--- src/lrul_pkg.sv ---
// Package: sizes, write-request and result types shared by the recency list block.
package lrul_pkg;

    localparam int DEPTH    = 8;
    localparam int TAG_BITS = 16;
    localparam int IDX_W    = (DEPTH > 1) ? $clog2(DEPTH) : 1;
    localparam int CFG_W    = 4;
    localparam int POS_W    = 3;

    typedef logic [TAG_BITS-1:0] tag_t;
    typedef logic [IDX_W-1:0]    idx_t;

    typedef struct packed {
        logic en;
        idx_t addr;
        tag_t data;
    } lrul_wr_t;

    typedef struct packed {
        logic             is_entry_dump;
        logic             hit;
        logic [POS_W-1:0] found_position;
        logic             evicted_valid;
        tag_t             evicted_tag;
        tag_t             dump_tag;
        logic             last;
    } lrul_res_t;

endpackage

--- src/lrul_if.sv ---
// Interfaces: access, result and configuration channels of the recency list block.
interface lrul_access_if;
    logic                           valid;
    logic                           ready;
    logic [lrul_pkg::TAG_BITS-1:0]  tag_value;
    logic                           final_access;

    modport source (output valid, output tag_value, output final_access, input ready);
    modport sink   (input valid, input tag_value, input final_access, output ready);
endinterface

interface lrul_result_if;
    logic                           valid;
    logic                           ready;
    logic                           is_entry_dump;
    logic                           hit;
    logic [lrul_pkg::POS_W-1:0]     found_position;
    logic                           evicted_valid;
    logic [lrul_pkg::TAG_BITS-1:0]  evicted_tag;
    logic [lrul_pkg::TAG_BITS-1:0]  dump_tag;
    logic                           last;

    modport source (output valid, output is_entry_dump, output hit, output found_position,
                    output evicted_valid, output evicted_tag, output dump_tag,
                    output last, input ready);
    modport sink   (input valid, input is_entry_dump, input hit, input found_position,
                    input evicted_valid, input evicted_tag, input dump_tag,
                    input last, output ready);
endinterface

interface lrul_cfg_if;
    logic                           valid;
    logic                           ready;
    logic [lrul_pkg::CFG_W-1:0]     active_entries;

    modport source (output valid, output active_entries, input ready);
    modport sink   (input valid, input active_entries, output ready);
endinterface

--- src/lrul_store.sv ---
// Recency list store: synchronous RAM, one read and one write port, per-entry valid bits.
module lrul_store
(
    input  logic               clk,
    input  logic               rst_n,
    input  lrul_pkg::lrul_wr_t wr,
    input  lrul_pkg::idx_t     rd_addr,
    output lrul_pkg::tag_t     rd_data
);
    import lrul_pkg::*;

    tag_t             mem [DEPTH];
    logic [DEPTH-1:0] vld_reg;
    tag_t             data_reg;
    logic             rd_vld_reg;

    always_ff @(posedge clk)
    begin
        if (wr.en)
        begin
            mem[wr.addr] <= wr.data;
        end
        data_reg <= mem[rd_addr];
    end

    always_ff @(posedge clk or negedge rst_n)
    begin
        if (!rst_n)
        begin
            vld_reg    <= '0;
            rd_vld_reg <= 1'b0;
        end
        else
        begin
            if (wr.en)
            begin
                vld_reg[wr.addr] <= 1'b1;
            end
            rd_vld_reg <= vld_reg[rd_addr];
        end
    end

    // never-written entries read as empty
    assign rd_data = rd_vld_reg ? data_reg : '0;

endmodule

--- src/lru_recency_list.sv ---
// Top level: LRU recency list with scan-and-rotate sequencer over a single RAM.
//
// Channels: 'access' takes one tag beat (tag_value, final_access); 'result'
// returns one report beat per access (hit, found_position, eviction), then,
// when final_access is set, one dump beat per active slot, front first, with
// 'last' on the final beat caused by the access. 'cfg' writes active_entries
// and is always ready; write it only while the block is idle.
// Timing: the access scan reads one slot per cycle through the RAM read port
// and rotates the list behind it, writing the previous slot value back one
// slot further on. Once the scan stops, the report is loaded; the block is
// ready for the next access the cycle after the report (for a final access,
// the last dump beat) is loaded. A dump adds one beat per active slot, one per
// cycle while the receiver takes them. A zero tag skips the scan.
// The result beat sits in an output register, so a new access is taken while
// the last report still waits; a stalled receiver holds the sequencer only
// when it has another beat to load. Reset empties the list through per-slot
// valid bits (no clearing pass) and sets active_entries to 8.
module lru_recency_list
(
    input  logic                  clk,
    input  logic                  rst_n,
    lrul_access_if.sink           access,
    lrul_result_if.source         result,
    lrul_cfg_if.sink              cfg
);
    import lrul_pkg::*;

    localparam logic [2:0] S_IDLE   = 3'd0;
    localparam logic [2:0] S_SCAN   = 3'd1;
    localparam logic [2:0] S_REPORT = 3'd2;
    localparam logic [2:0] S_DUMP   = 3'd3;

    logic [2:0]       state_reg, state_next;
    idx_t             idx_reg, idx_next;
    idx_t             last_idx_reg, last_idx_next;
    logic             final_reg, final_next;
    tag_t             tag_reg, tag_next;
    tag_t             carry_reg, carry_next;
    logic             hit_reg, hit_next;
    idx_t             pos_reg, pos_next;
    logic             ev_valid_reg, ev_valid_next;
    tag_t             ev_tag_reg, ev_tag_next;
    logic             out_valid_reg, out_valid_next;
    lrul_res_t        out_reg, out_next;
    logic [CFG_W-1:0] active_reg;

    lrul_wr_t         wr;
    idx_t             rd_addr;
    tag_t             rd_data;
    idx_t             cfg_last;
    logic             accept;
    logic             out_free;
    logic             match;
    logic             empty;
    logic             at_end;

    lrul_store u_store
    (
        .clk     (clk),
        .rst_n   (rst_n),
        .wr      (wr),
        .rd_addr (rd_addr),
        .rd_data (rd_data)
    );

    always_comb
    begin
        if (active_reg == '0)
        begin
            cfg_last = '0;
        end
        else if (active_reg > CFG_W'(DEPTH))
        begin
            cfg_last = IDX_W'(DEPTH - 1);
        end
        else
        begin
            cfg_last = IDX_W'(active_reg - CFG_W'(1));
        end
    end

    assign access.ready = (state_reg == S_IDLE);
    assign accept       = access.valid && access.ready;
    assign cfg.ready    = 1'b1;
    assign out_free     = !out_valid_reg || result.ready;

    assign match  = (rd_data == tag_reg);
    assign empty  = (rd_data == '0);
    assign at_end = (idx_reg == last_idx_reg);

    always_comb
    begin
        state_next     = state_reg;
        idx_next       = idx_reg;
        last_idx_next  = last_idx_reg;
        final_next     = final_reg;
        tag_next       = tag_reg;
        carry_next     = carry_reg;
        hit_next       = hit_reg;
        pos_next       = pos_reg;
        ev_valid_next  = ev_valid_reg;
        ev_tag_next    = ev_tag_reg;
        out_next       = out_reg;
        out_valid_next = out_valid_reg && !result.ready;
        wr             = '{en: 1'b0, addr: idx_reg, data: carry_reg};
        rd_addr        = '0;

        case (state_reg)
            S_IDLE:
            begin
                if (accept)
                begin
                    tag_next      = access.tag_value;
                    carry_next    = access.tag_value;
                    final_next    = access.final_access;
                    last_idx_next = cfg_last;
                    idx_next      = '0;
                    hit_next      = 1'b0;
                    pos_next      = '0;
                    ev_valid_next = 1'b0;
                    ev_tag_next   = '0;
                    state_next    = (access.tag_value == '0) ? S_REPORT : S_SCAN;
                end
            end
            S_SCAN:
            begin
                // rotate: slot idx takes the value carried from the slot ahead
                wr.en = 1'b1;
                if (match || empty || at_end)
                begin
                    hit_next      = match;
                    pos_next      = idx_reg;
                    ev_valid_next = !match && !empty;
                    ev_tag_next   = (!match && !empty) ? rd_data : '0;
                    state_next    = S_REPORT;
                end
                else
                begin
                    carry_next = rd_data;
                    idx_next   = idx_reg + IDX_W'(1);
                    rd_addr    = idx_reg + IDX_W'(1);
                end
            end
            S_REPORT:
            begin
                if (out_free)
                begin
                    out_valid_next         = 1'b1;
                    out_next.is_entry_dump = 1'b0;
                    out_next.hit           = hit_reg;
                    out_next.found_position = POS_W'(pos_reg);
                    out_next.evicted_valid = ev_valid_reg;
                    out_next.evicted_tag   = ev_tag_reg;
                    out_next.dump_tag      = '0;
                    out_next.last          = !final_reg;
                    idx_next               = '0;
                    state_next             = final_reg ? S_DUMP : S_IDLE;
                end
            end
            S_DUMP:
            begin
                rd_addr = idx_reg;
                if (out_free)
                begin
                    out_valid_next          = 1'b1;
                    out_next.is_entry_dump  = 1'b1;
                    out_next.hit            = 1'b0;
                    out_next.found_position = '0;
                    out_next.evicted_valid  = 1'b0;
                    out_next.evicted_tag    = '0;
                    out_next.dump_tag       = rd_data;
                    out_next.last           = at_end;
                    if (at_end)
                    begin
                        state_next = S_IDLE;
                    end
                    else
                    begin
                        idx_next = idx_reg + IDX_W'(1);
                        rd_addr  = idx_reg + IDX_W'(1);
                    end
                end
            end
            default:
            begin
                state_next = S_IDLE;
            end
        endcase
    end

    always_ff @(posedge clk or negedge rst_n)
    begin
        if (!rst_n)
        begin
            state_reg     <= S_IDLE;
            idx_reg       <= '0;
            last_idx_reg  <= '0;
            final_reg     <= 1'b0;
            out_valid_reg <= 1'b0;
            active_reg    <= CFG_W'(DEPTH);
        end
        else
        begin
            state_reg     <= state_next;
            idx_reg       <= idx_next;
            last_idx_reg  <= last_idx_next;
            final_reg     <= final_next;
            out_valid_reg <= out_valid_next;
            if (cfg.valid && cfg.ready)
            begin
                active_reg <= cfg.active_entries;
            end
        end
    end

    always_ff @(posedge clk)
    begin
        tag_reg      <= tag_next;
        carry_reg    <= carry_next;
        hit_reg      <= hit_next;
        pos_reg      <= pos_next;
        ev_valid_reg <= ev_valid_next;
        ev_tag_reg   <= ev_tag_next;
        out_reg      <= out_next;
    end

    assign result.valid          = out_valid_reg;
    assign result.is_entry_dump  = out_reg.is_entry_dump;
    assign result.hit            = out_reg.hit;
    assign result.found_position = out_reg.found_position;
    assign result.evicted_valid  = out_reg.evicted_valid;
    assign result.evicted_tag    = out_reg.evicted_tag;
    assign result.dump_tag       = out_reg.dump_tag;
    assign result.last           = out_reg.last;

    a_scan_in_range: assert property (@(posedge clk) disable iff (!rst_n)
        (state_reg == S_SCAN || state_reg == S_DUMP) |-> idx_reg <= last_idx_reg)
        else $error("slot index beyond active list");

    a_accept_starts: assert property (@(posedge clk) disable iff (!rst_n)
        accept |=> (state_reg == S_SCAN || state_reg == S_REPORT))
        else $error("accepted access did not start a scan or report");

    a_write_only_scan: assert property (@(posedge clk) disable iff (!rst_n)
        wr.en |-> state_reg == S_SCAN)
        else $error("list write outside scan");

    a_dump_fields: assert property (@(posedge clk) disable iff (!rst_n)
        (out_valid_reg && out_reg.is_entry_dump) |->
            (!out_reg.hit && !out_reg.evicted_valid && out_reg.evicted_tag == '0))
        else $error("dump beat carries access report fields");

    a_evict_at_end: assert property (@(posedge clk) disable iff (!rst_n)
        (state_reg == S_SCAN && !match && !empty) |-> (at_end || state_next == S_SCAN))
        else $error("scan stopped early without hit or empty slot");

endmodule
--- src/flat_wrapper.sv ---
// flat-port wrapper written by rule: the top's interface ports become plain ports
module lru_recency_list_flat import lrul_pkg::*;
  (clk, rst_n, access_valid, access_tag_value, access_final_access, access_ready, result_valid, result_is_entry_dump, result_hit, result_found_position, result_evicted_valid, result_evicted_tag, result_dump_tag, result_last, result_ready, cfg_valid, cfg_active_entries, cfg_ready);
  lrul_access_if access_i ();
  lrul_result_if result_i ();
  lrul_cfg_if cfg_i ();
  input  logic clk;
  input  logic rst_n;
  input wire logic [$bits(access_i.valid)-1:0] access_valid;
  input wire logic [$bits(access_i.tag_value)-1:0] access_tag_value;
  input wire logic [$bits(access_i.final_access)-1:0] access_final_access;
  output wire logic [$bits(access_i.ready)-1:0] access_ready;
  output wire logic [$bits(result_i.valid)-1:0] result_valid;
  output wire logic [$bits(result_i.is_entry_dump)-1:0] result_is_entry_dump;
  output wire logic [$bits(result_i.hit)-1:0] result_hit;
  output wire logic [$bits(result_i.found_position)-1:0] result_found_position;
  output wire logic [$bits(result_i.evicted_valid)-1:0] result_evicted_valid;
  output wire logic [$bits(result_i.evicted_tag)-1:0] result_evicted_tag;
  output wire logic [$bits(result_i.dump_tag)-1:0] result_dump_tag;
  output wire logic [$bits(result_i.last)-1:0] result_last;
  input wire logic [$bits(result_i.ready)-1:0] result_ready;
  input wire logic [$bits(cfg_i.valid)-1:0] cfg_valid;
  input wire logic [$bits(cfg_i.active_entries)-1:0] cfg_active_entries;
  output wire logic [$bits(cfg_i.ready)-1:0] cfg_ready;
  assign access_i.valid = access_valid;
  assign access_i.tag_value = access_tag_value;
  assign access_i.final_access = access_final_access;
  assign access_ready = access_i.ready;
  assign result_valid = result_i.valid;
  assign result_is_entry_dump = result_i.is_entry_dump;
  assign result_hit = result_i.hit;
  assign result_found_position = result_i.found_position;
  assign result_evicted_valid = result_i.evicted_valid;
  assign result_evicted_tag = result_i.evicted_tag;
  assign result_dump_tag = result_i.dump_tag;
  assign result_last = result_i.last;
  assign result_i.ready = result_ready;
  assign cfg_i.valid = cfg_valid;
  assign cfg_i.active_entries = cfg_active_entries;
  assign cfg_ready = cfg_i.ready;
  lru_recency_list u_core (.clk(clk), .rst_n(rst_n), .access(access_i), .result(result_i), .cfg(cfg_i));
endmodule
--- config.mk ---
export PLATFORM = sky130hd
export DESIGN_NAME = lru_recency_list_flat
export DESIGN_NICKNAME = d
export VERILOG_FILES = /design/src/lrul_pkg.sv /design/src/lrul_if.sv /design/src/lrul_store.sv /design/src/lru_recency_list.sv /design/src/flat_wrapper.sv
export SDC_FILE = /design/constraint.sdc
export NUM_CORES = 1
export LEC_CHECK = 0
export BUFFER_PORTS_ARGS = -buffer_cell sky130_fd_sc_hd__buf_2
export CORE_UTILIZATION = 40
export DETAILED_ROUTE_END_ITERATION = 6
export PLACE_DENSITY = 0.59
export SYNTH_ARGS = -nofsm -noshare
export SYNTH_HDL_FRONTEND = slang
export SYNTH_SLANG_ARGS = --single-unit
--- constraint.sdc ---
create_clock -name clk -period 3.4 [get_ports clk]
set_clock_uncertainty 0.2 [all_clocks]
set_input_delay 0.85 -clock clk [delete_from_list [all_inputs] [get_ports clk]]
set_output_delay 0.85 -clock clk [all_outputs]
set_load 0.01 [all_outputs]
==> results.json, run 1 <==
{
  "gp_congestion": 0.805,
  "p_switching_mw": 3.75,
  "synth_top_area_share_pct": 62.5,
  "syn_nets": 702,
  "clockPowerShare_pct": 25.2,
  "grt_pass1_wl_mm": 32.5,
  "avgSynthCellArea_sq_um": 15.8,
  "yosysUniqueCellTypes": 51,
  "netlist_area_sq_um": 10600,
  "synth_cells": 670,
  "criticalPathCategory": "reg2reg",
  "cts_max_path_buffers": 3,
  "htreeDepth": 1,
  "drt-total-wl_mm": 21.5,
  "cts-hold-fix-buffers": 0,
  "cp.buffers_inverters": 2,
  "fin_crit_sh_pct": 92.2,
  "p_comb_share_pct": 28.8,
  "clk_latency_ps": 530,
  "slowest_delay_ps": 460,
  "initial_core_util_pct": 40.7,
  "cts.sinks": 259,
  "synth_edf_count": 220,
  "route.vias.total": 5804,
  "synth_largest_area_cell": "edfxtp_1",
  "crit_arrival_ps": 3350,
  "end_kind": "flop",
  "placementRows": 59,
  "grt_pass1_vias": 5777,
  "final.min_clock_period_ps": 3130,
  "hold_viol": 0,
  "die-area_sq_um": 27100,
  "pin_count": 68,
  "worst_hold_path_type": "in2async",
  "fin_cells": 1107,
  "critPathTopFamily": "simple AND/OR/NAND/NOR gates",
  "tns_ps": 0,
  "cts_made_buffers": 26,
  "dp_hpwl_mm": 13.6,
  "synth.area.top_cells": "edfxtp_1 63%, mux2i_1 9.7%, dfrtp_1 5.2%",
  "cts_tree": "yes",
  "synthArstFlopShare_pct": 8.88,
  "multi_input_area_sq_um": 2880,
  "r2r_start": "u_core.u_store.rd_vld_reg",
  "ff2ff_path_depth": 10,
  "root_buffer": "clkbuf_16",
  "portBuffers": 66,
  "die_w_um": 165,
  "worst_pin_slew_ps": 741,
  "peakVddDrop_uv": 415,
  "rrSetupSlack_ps": 270,
  "overflow": 0,
  "rsz0062_at_grt": "false",
  "crit_top_cell": "mux2i_1",
  "p_seq_share_pct": 46.0,
  "worstPathRequired_ps": 3610,
  "fin_nets": 784,
  "dieHeight_um": 165,
  "core_sq_um": 26000,
  "largest_register": "u_core.u_store.mem",
  "relSlewSlack_pct": 50.6,
  "fmax_mhz": 319,
  "drt_iter0_markers": 408,
  "dr.pass1.iters": 5,
  "drc": 0,
  "maxSlewViolCount": 0,
  "synthFlopType": "edfxtp_1",
  "grt_max_degree": 50,
  "cp-start-kind": "flop",
  "clkTransAtPathRegs_ps": 60,
  "cts_setup_buffers": 0,
  "fill_cells": 2225,
  "drtAntennaViolNets": 0,
  "internal_power_mw": 8.15,
  "status": "completed",
  "vias_per_cell": 5.24,
  "leakage_nw": 4.76,
  "crit_fanout": 48,
  "dp.cells": 1059,
  "final-seq-area_sq_um": 7500,
  "worstPathCellList": "buf_4 > nand2_1 > or4b_1 > a32oi_1 > nand4_1 > a22oi_2 > buf_12 > mux2i_1 > mux2i_1 > mux2_1",
  "synth_warnings": 0,
  "track_usage_pct": 16.0,
  "largest_reg_flops": 128,
  "antenna_found_initial": 0,
  "powerDensity_nw_per_um2": 966,
  "drive_gt1_share_pct": 21.4,
  "reg2reg_to": "u_core.u_store.data_reg[6]",
  "max_cap_viol_count": 0,
  "ys_seq_elements": 259,
  "area_delta_synth_final_pct": 16.5,
  "antenna_cells": 0,
  "postCtsResizedCells": 0,
  "cpMaxStageDelayCell": "or4b_1",
  "power_switching_share_pct": 31.5,
  "yosysSeqAreaShare_pct": 71.0,
  "wire_per_inst_um": 19.4,
  "setup_viol": 0
}
[stage by stage]
step	utilization (%)	total power, mW	hold WS (ps)	area (sq um)	setup WS, ps
after floorplan	-	7.83	239	10600	193
after global placement	43.8	8.87	250	11400	371
after detailed placement	43.8	8.99	253	11400	300
after CTS	47.4	12.0	87.7	12300	265
final	47.4	11.9	80.0	12300	265
after global routing	47.4	12.5	118	12300	65.9
[layer usage]
metal | GRT usage, % | vias to the layer above | part of all wire (%)
li1 | - | 2710 | -
met1 | 20.5 | 2898 | 43
met2 | 27.6 | 152 | 50
met3 | 2.24 | 44 | 4.7
met4 | 5.96 | 0 | 2.8
met5 | 0 | - | 0
[worst max path at each step]
stage / end / cells past startpoint / startpoint / slack, ps
2_1_floorplan: u_core.result.dump_tag[0] / 2 / result_ready / 190
4_1_cts: u_core.u_store.data_reg[14] / 10 / u_core.u_store.rd_vld_reg / 270
5_1_grt: u_core.u_store.data_reg[7] / 10 / u_core.u_store.rd_vld_reg / 70
3_3_place_gp: u_core.u_store.data_reg[7] / 10 / u_core.u_store.rd_vld_reg / 370
3_5_place_dp: u_core.u_store.data_reg[6] / 10 / u_core.u_store.rd_vld_reg / 300
6_report: u_core.u_store.data_reg[6] / 10 / u_core.u_store.rd_vld_reg / 270
[placed cells by master, fill, tap and decap left out, types with 4 or more instances in the layout]
master / n
nand2b_1: 5
ha_1: 6
clkbuf_8: 7
a2bb2oi_1: 6
edfxtp_1: 220
a22oi_1: 4
buf_4: 20
buf_2: 66
xnor2_1: 11
nand3_1: 5
inv_1: 12
and2_1: 19
clkbuf_1: 4
clkbuf_16: 27
or2_2: 8
o21ai_0: 23
nand2_1: 21
a21oi_1: 5
mux2_1: 4
dfxtp_1: 16
nor2b_1: 22
dfrtp_1: 22
a22o_1: 16
mux2_2: 9
nor4_1: 8
mux2_4: 6
and3_1: 17
nand4b_1: 7
nand4_1: 11
nor2_1: 21
mux2i_1: 102
[power by group through the flow]
stage / clock network, mW / logic (mW) / registers (mW)
3_5_place_dp: 0 / 3.46 / 5.53
6_report: 3.00 / 3.42 / 5.47
5_1_grt: 3.18 / 3.76 / 5.58
4_1_cts: 3.06 / 3.48 / 5.47
2_1_floorplan: 0 / 2.44 / 5.38
3_3_place_gp: 0 / 3.39 / 5.48
[final cells by class]
type / count / area share, %
tap: 335 / 3.40
inverter: 12 / 0.366
clock buffer: 38 / 6.39
timing repair buffer: 89 / 4.39
multi-input combinational: 364 / 23.4
clock inverter: 10 / 1.13
sequential: 259 / 60.9
[cell usage after synthesis, types with 12 or more instances]
library cell,n
a22o_1,16
and2_1,19
clkbuf_1,17
inv_1,12
nor2b_1,22
nor2_1,22
o21ai_0,23
mux2i_1,102
nand2_1,21
edfxtp_1,220
dfxtp_1,16
and3_1,17
dfrtp_1,22
[worst register-to-register path: stages (launching register included)]
cell and delay [ps]:
dfrtp_1 370, buf_4 180, nand2_1 60, or4b_1 460
a32oi_1 200, nand4_1 220, a22oi_2 300, buf_12 330
mux2i_1 320, mux2i_1 90, mux2_1 280
[kinds of logic (layout without fill, tap and decap cells)]
kind of cell | after synthesis | count (layout) | share of synthesized area (%)
flops | 259 | 259 | 71.0
buf+inv | 47 | 149 | 2.08
mux | 121 | 121 | 11.9
simple gates | 152 | 152 | 8.11
fa+ha+maj | 8 | 8 | 0.900
compound gates | 70 | 70 | 4.96
xor+xnor | 12 | 12 | 0.995
other cells | 1 | 1 | 0.0355
Power figures use the tool's default switching activity.
==> inputs of run 2 (changes only) <==
--- a/config.mk
+++ b/config.mk
@@ -5,10 +5,11 @@
 export SDC_FILE = /design/constraint.sdc
 export NUM_CORES = 1
 export LEC_CHECK = 0
+export ABC_AREA = 1
 export BUFFER_PORTS_ARGS = -buffer_cell sky130_fd_sc_hd__buf_2
 export CORE_UTILIZATION = 40
 export DETAILED_ROUTE_END_ITERATION = 6
-export PLACE_DENSITY = 0.59
+export PLACE_DENSITY = 0.56
 export SYNTH_ARGS = -nofsm -noshare
 export SYNTH_HDL_FRONTEND = slang
 export SYNTH_SLANG_ARGS = --single-unit
==> constraint.sdc (replaced) <==
create_clock -name clk -period 3.2 [get_ports clk]
set_clock_uncertainty 0.2 [all_clocks]
set_input_delay 0.8 -clock clk [delete_from_list [all_inputs] [get_ports clk]]
set_output_delay 0.8 -clock clk [all_outputs]
set_load 0.01 [all_outputs]
==> run 2 against run 1 <==
Against the previous run:
- sequential cell count unchanged
- hold slack worse by 35 ps
- setup slack better by 75 ps
- fmax up 9.6%
- design area up 5.5%
- synthesized area grew 4.9%
- non-clock buffer count is 7 higher
- die area increased by 4.9%
- global-route usage is 1.6 points higher
- largest cell class unchanged
- largest power group unchanged
- highest routed layer unchanged
==> results.json, run 2 <==
{
  "peakVddDrop_uv": 708,
  "final_common_cell": "nand2_1",
  "synth_most_common_cell": "nand2_1",
  "postCtsResizedCells": 0,
  "cts_made_buffers": 28,
  "leakage_nw": 5.76,
  "largest_register": "u_core.u_store.mem",
  "grt_max_degree": 70,
  "antenna_cells": 0,
  "tns_ps": 0,
  "fin_crit_sh_pct": 89.4,
  "max_cap_viol_count": 0,
  "synth_top_area_share_pct": 59.6,
  "wire_per_inst_um": 15.8,
  "relSlewSlack_pct": 61.5,
  "crit_arrival_ps": 3080,
  "netlist_area_sq_um": 11100,
  "drive_gt1_share_pct": 14.2,
  "initial_core_util_pct": 40.9,
  "final_cell_mix": "250 x nand2_1, 220 x edfxtp_1, 189 x inv_1",
  "portBuffers": 66,
  "hold_viol": 0,
  "overflow": 0,
  "die-area_sq_um": 28400,
  "die_w_um": 168,
  "cp-start-kind": "flop",
  "clk_latency_ps": 550,
  "final.min_clock_period_ps": 2860,
  "cts.sinks": 259,
  "slowest_delay_ps": 370,
  "syn_nets": 1104,
  "route.vias.total": 7362,
  "synth_cells": 1072,
  "worst_hold_path_type": "in2async",
  "synth_edf_count": 220,
  "vias_per_cell": 4.76,
  "end_kind": "flop",
  "powerDensity_nw_per_um2": 1060,
  "worstPathRequired_ps": 3420,
  "gp_congestion": 0.756,
  "synthTopCellsByCount": "250 x nand2_1, 220 x edfxtp_1, 189 x inv_1",
  "dp_hpwl_mm": 15.0,
  "drt-total-wl_mm": 24.4,
  "synth_warnings": 0,
  "dieHeight_um": 168,
  "cts_setup_buffers": 0,
  "rsz0062_at_grt": "false",
  "cts_tree": "yes",
  "maxSlewViolCount": 0,
  "grt_pass1_wl_mm": 38.6,
  "synthArstFlopShare_pct": 8.88,
  "synth_largest_area_cell": "edfxtp_1",
  "antenna_found_initial": 0,
  "pin_count": 68,
  "largest_reg_flops": 128,
  "avgSynthCellArea_sq_um": 10.3,
  "drtAntennaViolNets": 0,
  "worst_pin_slew_ps": 575,
  "cpMaxStageDelayCell": "dfrtp_1",
  "core_sq_um": 27100,
  "fmax_mhz": 350,
  "crit_fanout": 32,
  "htreeDepth": 1,
  "clkTransAtPathRegs_ps": 60,
  "status": "completed",
  "synth.area.top_cells": "edfxtp_1 60%, nand2_1 8.5%, nand3_1 6.7%",
  "drc": 0,
  "area_delta_synth_final_pct": 17.1,
  "ys_seq_elements": 259,
  "drt_iter0_markers": 578,
  "worstPathCellList": "buf_12 > nand2_1 > nand2_1 > nand2_1 > nor2_1 > nand2_1 > nor2_1 > nand2_2 > nand3_4 > nand2_4 > nand2_2 > buf_4 > nand2_1 > nand3_1 > nand2_1 > nand2_1 > nand2_1",
  "track_usage_pct": 17.6,
  "grt_pass1_vias": 7143,
  "p_total_mw": 13.8,
  "setup_viol": 0,
  "cts-hold-fix-buffers": 0,
  "fin_nets": 1186,
  "cts_max_path_buffers": 3,
  "criticalPathCategory": "reg2reg",
  "crit_top_cell": "nand2_1",
  "placementRows": 60,
  "dr.pass1.iters": 5,
  "root_buffer": "clkbuf_16",
  "yosysSeqAreaShare_pct": 67.7,
  "yosysUniqueCellTypes": 32,
  "synthFlopType": "edfxtp_1"
}
run 2: cell count changes in the layout (fill, tap and decap cells not counted), moves of 9 or more:
cell     change
a22o_1      -16
mux2i_1    -102
nand2_1    +229
and3_1      -17
and2_1      -19
nor2_1      +61
nor2b_1     -22
nand2_2     +13
inv_1      +177
o21ai_0     +16
nand3_1    +144
mux2_2       -9
run 2: per-stage QoR:
step / cells / hold slack, ps / utilization, % / instance area, sq um / setup slack [ps]
6_report: 1548 / 45.1 / 47.9 / 13000 / 340
3_5_place_dp: 1496 / 244 / 44.2 / 12000 / 284
3_3_place_gp: 1496 / 241 / 44.2 / 12000 / 346
5_1_grt: 1548 / 81.9 / 47.9 / 13000 / 88.8
2_1_floorplan: 1072 / 227 / - / 11100 / 59.8
4_1_cts: 1548 / 39.1 / 47.9 / 13000 / 317
run 2: critical path, delay by kind of cell (launching register included):
kind	cells	cell delay, ps
and+or+nand+nor	15	1680
buffers and inverters	2	500
DFF	1	370
run 2: logic make-up (layout without fill, tap and decap cells):
| family | after synthesis | count (layout) | synth area share (%) |
|---|---|---|---|
| AO/OA/AOI/OAI | 52 | 52 | 2.56 |
| XOR/XNOR | 4 | 4 | 0.316 |
| adder cells (fa/ha/maj) | 6 | 6 | 0.677 |
| buffers and inverters | 235 | 339 | 8.58 |
| flip-flops | 259 | 259 | 67.7 |
| other | 1 | 1 | 0.0338 |
| AND/OR/NAND/NOR | 515 | 515 | 20.1 |
run 2: path summary, 6_finish.rpt:
path,startpoint,to,slack [ps],cells past startpoint
max in group asynchronous,rst_n,u_core.active_reg[3],2390,1
hold / removal,rst_n,u_core.u_store.vld_reg[1],50,1
hold reg to reg,u_core.u_store.vld_reg[2],u_core.u_store.vld_reg[2],250,2
setup / recovery,u_core.u_store.rd_vld_reg,u_core.u_store.data_reg[2],340,17
min in group clk,u_core.u_store.vld_reg[2],u_core.u_store.vld_reg[2],250,2
setup reg to reg,u_core.u_store.rd_vld_reg,u_core.u_store.data_reg[2],340,17
run 2: area by class of cell:
class                   count  area, sq um
multi-input cells         578         2640
flip-flops and latches    259         7500
clock buffers              34          774
inverters                 191          717
clock inverters            18          240
well taps                 372          465
repair buffers             96          643
fillers                  2482        14100
run 2: per-layer routing:
layer	vias to the layer above	GRT usage [%]	share of wire, %
met4	0	4.39	1.8
li1	3642	-	-
met3	32	2.20	3.2
met5	-	0	0
met2	123	29.7	49
met1	3565	24.2	46
run 2: power breakdown:
group / internal, mW / switching [mW] / total [mW]
Sequential: 5.11 / 0.559 / 5.67
Clock: 2.19 / 1.30 / 3.49
Combinational: 1.46 / 3.15 / 4.60
==> inputs of run 3 (changes only) <==
==> constraint.sdc (replaced) <==
create_clock -name clk -period 3.3 [get_ports clk]
set_clock_uncertainty 0.2 [all_clocks]
set_input_delay 0.825 -clock clk [delete_from_list [all_inputs] [get_ports clk]]
set_output_delay 0.825 -clock clk [all_outputs]
set_load 0.01 [all_outputs]
==> run 3 against run 2 <==
Against the previous run:
- clock-buffer cell count is 3 higher
- global-route usage is 0.28 points higher
- setup slack better by 29 ps
- clock power is 20% lower
- design area is 1.8% lower
- hold slack better by 16 ps
==> results.json, run 3 (synthesis gave the netlist of run 2 again) <==
{
  "status": "completed",
  "whs_ps": 61.1,
  "fin_nets": 1183,
  "worstPathRequired_ps": 3520,
  "wire_per_inst_um": 15.9,
  "worst_hold_path_type": "in2async",
  "setup_slack_ps": 369,
  "die-area_sq_um": 28400,
  "crit_fanout": 32,
  "final.min_clock_period_ps": 2930,
  "criticalPathCategory": "reg2reg",
  "pin_count": 68,
  "core_sq_um": 27100,
  "grt.met2_usage_pct": 30.5,
  "placementRows": 60,
  "fmax_mhz": 341,
  "tns_ps": 0,
  "grt_util_met1_pct": 23.9,
  "initial_core_util_pct": 40.9,
  "final_area_sq_um": 12700,
  "rrSetupSlack_ps": 370,
  "cts_setup_buffers": 0,
  "root_buffer": "clkbuf_16",
  "vias_per_cell": 4.74,
  "cts_tree": "yes",
  "worst_pin_slew_ps": 860,
  "drive_gt1_share_pct": 13.4,
  "peakVddDrop_uv": 919,
  "cts-hold-fix-buffers": 0,
  "antenna_cells": 0,
  "grt_pass1_wl_mm": 39.2,
  "powerDensity_nw_per_um2": 999,
  "largest_register": "u_core.u_store.mem",
  "htreeDepth": 1,
  "clk_latency_ps": 540,
  "dr.pass1.iters": 5,
  "end_kind": "flop",
  "drt-total-wl_mm": 24.5,
  "drc": 0,
  "leakage_nw": 5.65,
  "top_usage_layer": "met2",
  "antenna_found_initial": 0,
  "cts_max_path_buffers": 3,
  "crit_top_cell": "nand2_1",
  "area_delta_synth_final_pct": 15.0,
  "die_w_um": 168,
  "dp_hpwl_mm": 15.6,
  "drt_iter0_markers": 515,
  "cpMaxStageDelayCell": "dfrtp_1",
  "slowest_delay_ps": 390,
  "maxSlewViolCount": 0,
  "fin_crit_sh_pct": 88.8,
  "cp-start-kind": "flop",
  "postCtsResizedCells": 0,
  "drtAntennaViolNets": 0,
  "dieHeight_um": 168,
  "largest_reg_flops": 128,
  "placed_cell_area_sq_um": 11900,
  "cts_made_buffers": 27,
  "portBuffers": 66,
  "final_cell_mix": "250 x nand2_1, 220 x edfxtp_1, 189 x inv_1",
  "grt_pass1_vias": 7267,
  "grt_max_degree": 70,
  "gp_congestion": 0.755,
  "setup_viol": 0,
  "rsz0062_at_grt": "false",
  "hold_viol": 0,
  "max_cap_viol_count": 0,
  "pre_cts_slack_ps": 236,
  "clkTransAtPathRegs_ps": 60,
  "overflow": 0,
  "fin_util_pct": 47.0,
  "worstPathCellList": "buf_12 > nand2_1 > nand2_1 > nand2_1 > nor2_1 > nand2_1 > nor2_1 > nand2_2 > nand3_4 > nand2_4 > nand2_2 > buf_4 > nand2_1 > nand3_1 > nand2_1 > nand2_1 > nand2_1",
  "final_common_cell": "nand2_1",
  "route.vias.total": 7325,
  "gr-usage-met3_pct": 2.24,
  "relSlewSlack_pct": 42.6,
  "track_usage_pct": 17.9,
  "cts.sinks": 259,
  "crit_arrival_ps": 3150
}
==> run 3: changes by cell type in the layout (fill, tap and decap cells not counted) <==
cell,before,now
bufinv_16,6,0
clkinv_4,1,0
clkbuf_16,29,27
buf_12,7,6
clkinv_1,5,6
clkinvlp_4,1,0
clkinv_2,5,6
buf_4,23,22
clkbuf_1,2,7
inv_6,0,1
==> run 3: area by class of cell <==
class / instances / area [sq um]
Sequential cell: 259 / 7500
Clock buffer: 37 / 743
Timing Repair Buffer: 94 / 616
Fill cell: 2526 / 14400
Clock inverter: 13 / 61.3
Inverter: 191 / 717
Multi-Input combinational cell: 578 / 2640
Tap cell: 372 / 465
==> run 3: power by group <==
part	total (mW)	internal [mW]	leakage [nW]	switching, mW
sequential	5.49	4.95	2.46	0.543
combinational	4.45	1.40	2.80	3.05
clock	2.79	1.57	0.400	1.22
total	12.7	7.92	5.65	4.82
==> run 3: routing by layer <==
layer / up-vias / wire length (um)
li1: 3627 / -
met1: 3518 / 11000
met2: 139 / 11900
met3: 41 / 872
met4: 0 / 671
met5: - / 0
==> run 3: worst max-delay path: cells and delay by family, from the launching register on <==
kind / cells / cell delay [ps]
AND/OR/NAND/NOR: 15 / 1720
buffers and inverters: 2 / 490
flip-flops: 1 / 390
==> run 3: per-stage QoR <==
step | instances | total power [mW]
2_1_floorplan | 1072 | 8.52
3_3_place_gp | 1494 | 9.99
3_5_place_dp | 1494 | 10.1
4_1_cts | 1544 | 12.9
5_1_grt | 1544 | 13.7
6_report | 1544 | 12.7
==> run 3: final timing paths <==
path	endpoint	cells after the start	from
setup / recovery	u_core.u_store.data_reg[1]	17	u_core.u_store.rd_vld_reg
hold / removal	u_core.state_reg[0]	1	rst_n
setup reg to reg	u_core.u_store.data_reg[1]	17	u_core.u_store.rd_vld_reg
hold reg to reg	u_core.u_store.vld_reg[4]	2	u_core.u_store.vld_reg[4]
max in group asynchronous	u_core.active_reg[3]	1	rst_n
min in group clk	u_core.u_store.vld_reg[4]	2	u_core.u_store.vld_reg[4]
